**src/hw/rtl/fwd_pkg.sv**
```systemverilog
// ----------------------------------------------------------------------------
// Word-delta decoder package
// Item types and shared constants of the word-delta chunk decoder.
// ----------------------------------------------------------------------------
package fwd_pkg;

  localparam logic [15:0] NEG_BIT  = 16'h8000;
  localparam logic [15:0] SKIP_BIT = 16'h4000;

  localparam logic [1:0] CFG_X_ORIGIN   = 2'd0;
  localparam logic [1:0] CFG_Y_ORIGIN   = 2'd1;
  localparam logic [1:0] CFG_LINE_WIDTH = 2'd2;

  typedef struct packed {
    logic [7:0] data_byte;
    logic       chunk_start;
  } fwd_in_t;

  typedef struct packed {
    logic [15:0] col;
    logic [15:0] row;
    logic [8:0]  span_length;
    logic [7:0]  even_pixel;
    logic [7:0]  odd_pixel;
    logic        chunk_done;
  } fwd_out_t;

  typedef struct packed {
    logic [15:0] x_origin;
    logic [15:0] y_origin;
    logic [15:0] line_width;
  } fwd_cfg_t;

endpackage

```
**src/hw/rtl/fwd_parser.sv**
```systemverilog
// ----------------------------------------------------------------------------
// Word-delta chunk parser
// Byte-at-a-time parser state and the write, if any, that each byte produces.
// ----------------------------------------------------------------------------
module fwd_parser import fwd_pkg::*; (
  input  logic     clk,
  input  logic     rst_n,
  input  logic     step,
  input  fwd_in_t  in_item,
  input  fwd_cfg_t cfg,
  output logic     res_valid,
  output fwd_out_t res_item
);

  localparam logic [3:0] PH_CNT_LO = 4'd0;
  localparam logic [3:0] PH_CNT_HI = 4'd1;
  localparam logic [3:0] PH_OP_LO  = 4'd2;
  localparam logic [3:0] PH_OP_HI  = 4'd3;
  localparam logic [3:0] PH_PC_LO  = 4'd4;
  localparam logic [3:0] PH_PC_HI  = 4'd5;
  localparam logic [3:0] PH_SKIP   = 4'd6;
  localparam logic [3:0] PH_SIZE   = 4'd7;
  localparam logic [3:0] PH_LIT    = 4'd8;
  localparam logic [3:0] PH_RUN0   = 4'd9;
  localparam logic [3:0] PH_RUN1   = 4'd10;
  localparam logic [3:0] PH_IDLE   = 4'd11;

  logic [3:0]  phase_r, phase_nxt;
  logic [15:0] lines_left_r, lines_left_nxt;
  logic [15:0] packets_left_r, packets_left_nxt;
  logic [15:0] cur_col_r, cur_col_nxt;
  logic [15:0] cur_row_r, cur_row_nxt;
  logic [7:0]  literal_left_r, literal_left_nxt;
  logic [7:0]  held_byte_r, held_byte_nxt;
  logic [7:0]  run_words_r, run_words_nxt;

  logic [3:0]  phase;
  logic [7:0]  b;
  logic [15:0] w;
  logic [15:0] pk_dec;
  logic [15:0] lines_dec;
  logic [8:0]  run_span;
  logic        last_line;
  logic        start_pk;
  logic        pkt_end;
  logic        line_end;

  always_comb begin
    b         = in_item.data_byte;
    phase     = in_item.chunk_start ? PH_CNT_LO : phase_r;
    last_line = (lines_left_r == 16'd1);
    pk_dec    = packets_left_r - 16'd1;
    lines_dec = lines_left_r - 16'd1;
    run_span  = {run_words_r, 1'b0};

    phase_nxt        = phase;
    lines_left_nxt   = lines_left_r;
    packets_left_nxt = packets_left_r;
    cur_col_nxt      = cur_col_r;
    cur_row_nxt      = cur_row_r;
    literal_left_nxt = literal_left_r;
    held_byte_nxt    = held_byte_r;
    run_words_nxt    = run_words_r;
    start_pk         = 1'b0;
    pkt_end          = 1'b0;
    line_end         = 1'b0;
    w                = 16'd0;

    res_valid = 1'b0;
    res_item  = '{col: cur_col_r, row: cur_row_r, span_length: 9'd1,
                  even_pixel: b, odd_pixel: b, chunk_done: 1'b0};

    case (phase)
      PH_CNT_LO: begin
        lines_left_nxt = {8'd0, b};
        phase_nxt      = PH_CNT_HI;
      end
      PH_CNT_HI: begin
        lines_left_nxt = {b, lines_left_r[7:0]};
        cur_row_nxt    = cfg.y_origin;
        phase_nxt      = ({b, lines_left_r[7:0]} == 16'd0) ? PH_IDLE : PH_OP_LO;
      end
      PH_OP_LO: begin
        held_byte_nxt = b;
        phase_nxt     = PH_OP_HI;
      end
      PH_OP_HI: begin
        w = {b, held_byte_r};
        if ((w & NEG_BIT) == 16'd0) begin
          start_pk = 1'b1;
        end else if ((w & SKIP_BIT) != 16'd0) begin
          cur_row_nxt = cur_row_r - w;
          phase_nxt   = PH_OP_LO;
        end else begin
          phase_nxt = PH_PC_LO;
        end
      end
      PH_PC_LO: begin
        packets_left_nxt = {8'd0, b};
        phase_nxt        = PH_PC_HI;
      end
      PH_PC_HI: begin
        w         = {b, packets_left_r[7:0]};
        res_valid = 1'b1;
        res_item  = '{col: cfg.x_origin + cfg.line_width - 16'd1, row: cur_row_r,
                      span_length: 9'd1, even_pixel: held_byte_r,
                      odd_pixel: held_byte_r, chunk_done: (w == 16'd0) && last_line};
        start_pk  = 1'b1;
      end
      PH_SKIP: begin
        cur_col_nxt = cur_col_r + {8'd0, b};
        phase_nxt   = PH_SIZE;
      end
      PH_SIZE: begin
        if (!b[7]) begin
          literal_left_nxt = {b[6:0], 1'b0};
          if (b == 8'd0) begin
            pkt_end = 1'b1;
          end else begin
            phase_nxt = PH_LIT;
          end
        end else begin
          run_words_nxt = 8'd0 - b;
          phase_nxt     = PH_RUN0;
        end
      end
      PH_LIT: begin
        res_valid        = 1'b1;
        res_item.chunk_done = last_line && (packets_left_r == 16'd1) &&
                              (literal_left_r == 8'd1);
        cur_col_nxt      = cur_col_r + 16'd1;
        literal_left_nxt = literal_left_r - 8'd1;
        if (literal_left_r == 8'd1) begin
          pkt_end = 1'b1;
        end
      end
      PH_RUN0: begin
        held_byte_nxt = b;
        phase_nxt     = PH_RUN1;
      end
      PH_RUN1: begin
        res_valid   = 1'b1;
        res_item    = '{col: cur_col_r, row: cur_row_r, span_length: run_span,
                        even_pixel: held_byte_r, odd_pixel: b,
                        chunk_done: last_line && (packets_left_r == 16'd1)};
        cur_col_nxt = cur_col_r + {7'd0, run_span};
        pkt_end     = 1'b1;
      end
      default: begin
        phase_nxt = PH_IDLE;
      end
    endcase

    if (start_pk) begin
      packets_left_nxt = w;
      cur_col_nxt      = cfg.x_origin;
      if (w == 16'd0) begin
        line_end = 1'b1;
      end else begin
        phase_nxt = PH_SKIP;
      end
    end
    if (pkt_end) begin
      packets_left_nxt = pk_dec;
      if (pk_dec == 16'd0) begin
        line_end = 1'b1;
      end else begin
        phase_nxt = PH_SKIP;
      end
    end
    if (line_end) begin
      cur_row_nxt    = cur_row_r + 16'd1;
      lines_left_nxt = lines_dec;
      phase_nxt      = (lines_dec == 16'd0) ? PH_IDLE : PH_OP_LO;
    end
  end

  always_ff @(posedge clk) begin
    if (!rst_n) begin
      phase_r        <= PH_CNT_LO;
      lines_left_r   <= '0;
      packets_left_r <= '0;
      cur_col_r      <= '0;
      cur_row_r      <= '0;
      literal_left_r <= '0;
      held_byte_r    <= '0;
      run_words_r    <= '0;
    end else if (step) begin
      phase_r        <= phase_nxt;
      lines_left_r   <= lines_left_nxt;
      packets_left_r <= packets_left_nxt;
      cur_col_r      <= cur_col_nxt;
      cur_row_r      <= cur_row_nxt;
      literal_left_r <= literal_left_nxt;
      held_byte_r    <= held_byte_nxt;
      run_words_r    <= run_words_nxt;
    end
  end

endmodule

```
**src/hw/rtl/flc_word_delta_decoder_unit.sv**
```systemverilog
// ----------------------------------------------------------------------------
// Word-delta chunk decoder
// Turns a word-delta frame chunk, one byte per item, into pixel and span
// writes for a frame buffer.
//
// The input channel takes one compressed byte per item; chunk_start on the
// first byte restarts the parser. The result channel gives at most one write
// per input item. The configuration channel sets the rectangle origin and
// width; it is always ready, and the user must write it only while the
// decoder is idle; the block does not enforce this. A byte is parsed in the
// cycle it is accepted and its write is registered. The sustained rate is
// one byte per cycle while in_ready is high, set by the single parser pass.
// When the receiver stalls, one further write is held in a skid register;
// in_ready drops only while that skid register is full.
// Synchronous reset restores the rectangle defaults, returns the parser to
// waiting for a line count and empties both output registers.
// ----------------------------------------------------------------------------
module flc_word_delta_decoder_unit import fwd_pkg::*; (
  input  logic        clk,
  input  logic        rst_n,
  input  logic        in_valid,
  output logic        in_ready,
  input  fwd_in_t     in_item,
  output logic        out_valid,
  input  logic        out_ready,
  output fwd_out_t    out_item,
  input  logic        cfg_valid,
  output logic        cfg_ready,
  input  logic [1:0]  cfg_index,
  input  logic [15:0] cfg_data
);

  fwd_cfg_t cfg_r;
  logic     out_valid_r;
  fwd_out_t out_item_r;
  logic     skid_valid_r;
  fwd_out_t skid_item_r;
  logic     step;
  logic     res_valid;
  fwd_out_t res_item;
  logic     new_res;

  assign cfg_ready = 1'b1;
  assign in_ready  = !skid_valid_r;
  assign step      = in_valid && in_ready;
  assign new_res   = step && res_valid;
  assign out_valid = out_valid_r;
  assign out_item  = out_item_r;

  fwd_parser u_parser (
    .clk       (clk),
    .rst_n     (rst_n),
    .step      (step),
    .in_item   (in_item),
    .cfg       (cfg_r),
    .res_valid (res_valid),
    .res_item  (res_item)
  );

  always_ff @(posedge clk) begin
    if (!rst_n) begin
      cfg_r.x_origin   <= 16'd0;
      cfg_r.y_origin   <= 16'd0;
      cfg_r.line_width <= 16'd320;
    end else if (cfg_valid && cfg_ready) begin
      case (cfg_index)
        CFG_X_ORIGIN:   cfg_r.x_origin   <= cfg_data;
        CFG_Y_ORIGIN:   cfg_r.y_origin   <= cfg_data;
        CFG_LINE_WIDTH: cfg_r.line_width <= cfg_data;
        default: begin
        end
      endcase
    end
  end

  always_ff @(posedge clk) begin
    if (!rst_n) begin
      out_valid_r  <= 1'b0;
      skid_valid_r <= 1'b0;
    end else if (out_ready || !out_valid_r) begin
      if (skid_valid_r) begin
        out_valid_r  <= 1'b1;
        skid_valid_r <= 1'b0;
      end else begin
        out_valid_r <= new_res;
      end
    end else if (new_res) begin
      skid_valid_r <= 1'b1;
    end
  end

  always_ff @(posedge clk) begin
    if (out_ready || !out_valid_r) begin
      if (skid_valid_r) begin
        out_item_r <= skid_item_r;
      end else if (new_res) begin
        out_item_r <= res_item;
      end
    end else if (new_res) begin
      skid_item_r <= res_item;
    end
  end

  // The skid register only ever fills behind a held output write.
  a_skid_behind_out: assert property (@(posedge clk) disable iff (!rst_n)
    skid_valid_r |-> out_valid_r)
    else $error("skid register full with output register empty");

  a_skid_drains: assert property (@(posedge clk) disable iff (!rst_n)
    (skid_valid_r && out_ready) |=> (out_valid_r && !skid_valid_r))
    else $error("skid register did not move to the output");

  a_stall_catch: assert property (@(posedge clk) disable iff (!rst_n)
    (new_res && out_valid_r && !out_ready) |=> skid_valid_r)
    else $error("write produced during a stall was lost");

endmodule
```
**config.mk**
```make
export PLATFORM = sky130hd
export DESIGN_NAME = flc_word_delta_decoder_unit
export DESIGN_NICKNAME = d
export VERILOG_FILES = /design/src/hw/rtl/fwd_pkg.sv /design/src/hw/rtl/fwd_parser.sv /design/src/hw/rtl/flc_word_delta_decoder_unit.sv
export SDC_FILE = /design/constraint.sdc
export NUM_CORES = 1
export LEC_CHECK = 0
export BUFFER_PORTS_ARGS = -buffer_cell sky130_fd_sc_hd__buf_4
export CAP_MARGIN = 10
export CORE_MARGIN = 2
export CORE_UTILIZATION = 35
export CTS_CLUSTER_SIZE = 10
export DETAILED_ROUTE_END_ITERATION = 10
export GPL_TIMING_DRIVEN = 0
export PLACE_DENSITY = 0.47
export SYNTH_ARGS = -nofsm -noshare
export SYNTH_HDL_FRONTEND = slang
export SYNTH_SLANG_ARGS = --single-unit
```
**constraint.sdc**
```tcl
create_clock -name clk -period 13.3 [get_ports clk]
set_input_delay 2.66 -clock clk [delete_from_list [all_inputs] [get_ports clk]]
set_output_delay 2.66 -clock clk [all_outputs]
set_load 0.02 [all_outputs]
```
# Word level (Yosys, flattened, before mapping)
# Index checks and enable logic that the tools add are counted.
[totals]
romBits = 0
wordCells = 141
memories = 0
latchBits = 0
ramBits = 0
inputBits = 32
regBits = 258
[classes]
n_bitwise = 2
mul = 0
magnitude_cmp = 0
add_sub_neg = 11
n_reduce_logical = 40
n_eq_ne = 19
div = 0
shift = 0
mux = 43
[ops]
columns = ["cell", "n"]
rows = [
  ["2-to-1 mux 16 bit", 8],
  ["2-to-1 mux 58 bit", 2],
  ["case mux 57 bit (2 select lines)", 1],
  ["logical NOT 16 bit", 6],
  ["case mux 16 bit (2 select lines)", 3],
  ["case mux 16 bit (3 select lines)", 1],
  ["subtractor 16 x 1 -> 16 bit, second input constant", 3],
  ["2-to-1 mux 4 bit", 11],
  ["case mux 4 bit (9 select lines)", 1],
  ["adder 16 x 1 -> 16 bit, second input constant", 2],
  ["equality test 16 x 1 -> 1 bit, second input constant", 2],
  ["AND reduction 2 bit", 9],
  ["adder 16 bit", 1],
  ["adder 16 x 8 -> 16 bit", 1],
  ["adder 16 x 9 -> 16 bit", 1],
  ["equality test 4 x 3 -> 1 bit, second input constant", 4],
  ["case mux 8 bit (2 select lines)", 1],
  ["subtractor 16 bit", 1],
  ["equality test 4 bit, second input constant", 3],
  ["2-to-1 mux 1 bit", 10],
  ["AND reduction 3 bit", 3],
  ["nonzero test 3 bit", 3],
  ["equality test 4 x 2 -> 1 bit, second input constant", 2],
  ["equality test 8 x 1 -> 1 bit, second input constant", 1],
  ["other kinds (24)", 35],
]

# Logic depth before layout (Yosys ltp)
[logic_depth]
word_depth = 10
ltp_mapped = 16

# Modules after synthesis
# From an unflattened synthesis, not the netlist that was laid out.
[unflattened]
hier_cells = 1647
area_unflattened_um2 = 14953.1
[modules_own_cells]
columns = ["module", "seq_area_each_um2", "n_inst", "area_per_inst_um2", "cells_per_inst"]
rows = [
  ["fwd_parser", 1841.8, 1, 8871.0, 1274],
  ["flc_word_delta_decoder_unit", 4484.3, 1, 6082.1, 373],
]

# Least setup slack after synthesis
# Ideal clock, no wire load.
[synth_path]
kind = "input to register"
start = "input in_item[0] in the netlist's numbering"
end = "register skid_item_r[0] in the netlist's numbering (enable)"
setup_time_ns = 0.557
cell_stages = 7
path_buffers = 2
arrival_ns = 8.102
path_slack_ns = 4.641
cell_sequence = "clkbuf_1 > nand2b_1 > nor3_1 > inv_1 > clkbuf_1 > nand3_1 > nor3b_1"
[synth_via]
elab_chain_len = 6
word_cells_on_any_way = 8
classes_between = "eq/ne: 3; mux: 2; reduce/logical: 3"
[synth_rtl]
columns = ["element", "line_no", "rtl"]
rows = [
  ["start: declaration", "flc_word_delta_decoder_unit.sv:23", "input fwd_in_t in_item,"],
  ["2-to-1 mux 4 bit *", "fwd_parser.sv:50", "phase = in_item.chunk_start ? PH_CNT_LO : phase_r;"],
  ["equality test 4 bit / equality test 4 x 3 -> 1 bit (equally long branches)", "fwd_parser.sv:73", "case (phase)"],
  ["OR reduction 3 bit (no source line) *", "--", ""],
  ["2-to-1 mux 1 bit *", "fwd_parser.sv:73", ""],
  ["logical AND 1 bit *", "flc_word_delta_decoder_unit.sv:46", "assign new_res = step && res_valid;"],
  ["AND reduction 2 bit (no source line) *", "--", ""],
  ["end signal: assignment", "flc_word_delta_decoder_unit.sv:100", "skid_item_r <= res_item;"],
  ["end: declaration", "flc_word_delta_decoder_unit.sv:37", "fwd_out_t skid_item_r;"],
]
# Mark *: on every way between the ends. The rest lies on a longest branch, timed or not.
# A chain may end at the register's enable or synchronous reset.

# Worst setup path in the final report
[layout_path]
start = "input in_item[1] in the netlist's numbering"
end = "register u_parser.cur_row_r[7]"
[layout_via]
elab_chain_len = 8
word_cells_on_any_way = 15
classes_between = "eq/ne: 2; mux: 9; reduce/logical: 4"
[layout_rtl]
columns = ["element", "line_no", "rtl"]
rows = [
  ["case mux 16 bit (2 select lines)", "fwd_parser.sv:73", ""],
  ["logical NOT 16 bit", "fwd_parser.sv:157", "if (w == 16'd0) begin"],
  ["2-to-1 mux 1 bit", "fwd_parser.sv:157", ""],
  ["2-to-1 mux 1 bit", "fwd_parser.sv:154", "if (start_pk) begin"],
  ["2-to-1 mux 1 bit", "fwd_parser.sv:165", "if (pk_dec == 16'd0) begin"],
  ["2-to-1 mux 1 bit *", "fwd_parser.sv:163", "if (pkt_end) begin"],
  ["inequality test 3 x 2 -> 1 bit (no source line) / nonzero test 3 bit (equally long branches)", "--", ""],
  ["AND reduction 4 bit (no source line)", "--", ""],
  ["end signal: assignment", "fwd_parser.sv:193", "cur_row_r <= cur_row_nxt;"],
  ["end: declaration", "fwd_parser.sv:32", "logic [15:0] cur_row_r, cur_row_nxt;"],
]
# Marks and branches as above.

==> results.tsv <==
metric	value	unit
post-layout min period	5.923	ns
skew final	0.01661	ns
Final ANT Viol Nets	0	
Netlist cell types	91	
core box area	42130	sq um
number of iterations in the first detailed-routing pass	5	
Hold Crit Class	reg2reg	
Max Root-Sink Buffers	3	
pwr dens	114.3	nW/um^2
global-route wire length before repair	79030	microns
antenna violations before repair	1	
HPWL Detailed	38810	microns
RR Endpoint	u_parser.cur_col_r[14]$_SDFFE_PN0P_	
Multi-input gate area	7871	sq um
initial drt markers	841	
I/O pins	93	
number of global-route vias before repair	12713	
number of CTS-inserted buffers	35	
post-synthesis sequential area ratio	42.19	%
Tcrit/Tclk final	44.53	%
Synth area leader	edfxtp_1	
Starting Density	35.59	%
drt drc	0	
synthesis-stage register bit count	258	
fin nets	1937	
H-tree depth	2	
Reg2Reg Depth	16	
post_cts resized	0	
mapped cell area	14990	sq um
Chip Width	211.0	microns
final WL	52410	microns
count of non-filler cells in the finished layout	2395	
DR vias	13323	
CTS Hold Bufs	0	
final hold violations	0	
Setup-failing EPs final	0	
Startpoint Class	primary input	
CP startpoint	in_item[1]	
flop2flop setup slack	8.99	ns
Max Cap Violations	0	
Slowest cell on crit path	a31oi_2	
gr usage total	23.61	%
Synth area leaders	edfxtp_1 23%, dfxtp_1 19%, ha_1 5.9%	
CP Data Required Time	13.69	ns
final slew viol count	0	
Crit path largest cell delay	0.74	ns
CP max FO	10	
leading cell types in the layout, fill and taps excluded	207 x nand2_1, 158 x nor2_1, 147 x a21oi_1, 142 x dfxtp_1, 116 x edfxtp_1	
placed insts	2332	
ys async rst share	0	%
Max VDD drop	75.02	uV
Rows	75	
fillers	4211	
vias per cell	5.563	
hold depth	2	
Mapped Nets	1804	
die height	211.0	microns
Worst-Margin Slew	1.108	ns
CTS tree	done	
Hold Crit Endpoint	cfg_r[29]$_SDFFE_PN0P_	
most common cell after layout, fill and taps aside	nand2_1	
number of synthesized flops with an enable pin	116	
Crit Path Category	in2reg	
Max Fclk	168.8	MHz
Worst EP arrival	6.32	ns
register area	6326	sq um
mean area per synthesized cell	8.836	sq um
number of I/O port buffers	88	
number of clock sinks	258	
Synth Instances	1697	
CP endpoint kind	register	
slew margin rel.	26.14	%
Worst R2R Start	u_parser.phase_r[0]$_SDFFE_PN0P_	
largest net degree at the start of global routing	36	
RSZ-0062 raised after global routing	false	
routed len/inst	21.88	microns
Congestion Overflow GR	0	
Sum Neg Setup Slack	0	ns
worst-skew pair later-pin latency	0.55	ns
Main synth FF type	dfxtp_1	
outcome	completed	
post-synth top area share	23.23	%
die area	44510	sq um
Area Overhead vs Synth	17.11	%
leakage	6.531	nW
Ys Warns	0	
clock-pin slew of the registers on the worst-case setup and hold paths	0.06	ns
Hold Path Origin	cfg_r[29]$_SDFFE_PN0P_	
Root Buffer	clkbuf_16	
# Post-CTS Setup Buffers	0	
critical path, cell by cell	clkbuf_1 -> inv_1 -> ha_1 -> nand4_1 -> o211a_1 -> nor3_1 -> a31oi_2 -> buf_6 -> nor2_1 -> o21ai_0 -> a21oi_1	
share of layout cells above drive strength 1	13.53	%
Core Util, Final	41.67	%
Placer Congestion	0.9332	
[power breakdown]
| group | leakage, nW | switching, W | internal [W] | total (W) |
|---|---|---|---|---|
| Sequential | 2.19 | 0.0000164 | 0.000841 | 0.000858 |
| Clock | 0.530 | 0.000370 | 0.000543 | 0.000913 |
| Combinational | 3.81 | 0.000147 | 0.0000884 | 0.000236 |
| Total | 6.53 | 0.000534 | 0.00147 | 0.00201 |
[cell usage after synthesis (6+ instances only)]
cell type / count
o31ai_1: 9
mux2_2: 52
o21bai_1: 7
nor4_1: 15
clkbuf_1: 70
a31oi_1: 20
o211a_1: 7
o21a_1: 11
nand3_1: 33
mux2i_1: 17
nor3b_1: 19
o211ai_1: 9
nor2_1: 158
o22ai_1: 7
nor3_1: 58
xnor2_1: 31
dfxtp_1: 142
o221a_2: 6
nand2b_1: 6
nand2_1: 207
a21o_1: 8
buf_2: 11
o21ai_0: 115
or4_1: 8
inv_1: 98
edfxtp_1: 116
or3_1: 18
nand3b_1: 10
nor2b_1: 11
a21oi_1: 147
xor2_1: 14
buf_1: 6
a22oi_1: 13
and2_1: 19
ha_1: 71
buf_6: 6
a211oi_1: 22
and3_1: 13
nand4_1: 6
[area by class of cell]
type | count | share of cell area, %
flip-flops and latches | 258 | 36.03
well taps | 539 | 3.841
clock buffers | 52 | 5.708
clock inverters | 10 | 0.5344
multi-input cells | 1240 | 44.83
plain buffers | 94 | 2.366
diodes | 1 | 0.01425
repair buffers | 96 | 4.439
inverters | 105 | 2.245
[how the worst max path moves through the flow]
stage | endpoint | slack [ns] | cells after the start
floorplan | skid_item_r[0]$_DFFE_PP_ | 4.64 | 7
global placement | skid_item_r[54]$_DFFE_PP_ | 0.55 | 7
detailed placement | skid_item_r[12]$_DFFE_PP_ | 6.90 | 10
CTS | skid_item_r[14]$_DFFE_PP_ | 7.47 | 10
global route | u_parser.cur_col_r[14]$_SDFFE_PN0P_ | 7.22 | 16
finish | u_parser.cur_row_r[7]$_SDFFE_PN0P_ | 7.38 | 11
[logic make-up (layout without fill, tap and decap cells)]
kind of cell / after synthesis / after routing / synth area share (%)
xor+xnor: 46 / 46 / 2.737
other cells: 1 / 2 / 0.02501
buf+inv: 199 / 357 / 5.399
mux: 69 / 69 / 5.040
compound gates: 446 / 446 / 18.98
fa+ha+maj: 75 / 75 / 6.459
simple gates: 603 / 603 / 19.18
flops: 258 / 258 / 42.19
[metal layers]
metal	global-route usage [%]	routed length, microns	up-vias
li1	-	-	6380
met4	8.839	1732	0
met5	0	0	-
met2	37.34	23550	429
met1	32.09	23880	6398
met3	4.386	3254	116
[sequential cells by signal, summed over array words and instances (netlist names), 4 cells and up]
signal and count:
u_parser.cur_col_r 16, u_parser.run_words_r 8, cfg_r 48, u_parser.lines_left_r 16, u_parser.phase_r 4, skid_item_r 58
u_parser.held_byte_r 8, out_item 58, u_parser.literal_left_r 8, u_parser.cur_row_r 16, u_parser.packets_left_r 16
[worst max-delay path, delay by kind of cell]
kind            cells  cell delay, ns
compound gates      4            1.36
simple gates        3            0.46
fa+ha+maj           1            0.48
buf+inv             3            1.33
[per-stage QoR]
stage	instance area (sq um)	setup WS [ns]	total power [W]	hold WS, ns
after detailed placement	16460	6.897	0.001106	0.4477
after global routing	17560	7.223	0.002085	0.4754
after floorplan	14990	4.641	0.001028	0.4317
final	17560	7.377	0.002007	0.4554
after CTS	17560	7.466	0.002028	0.4555
after global placement	16330	0.5459	0.001105	0.4438
Note: power is estimated with default switching activity, not from simulation.
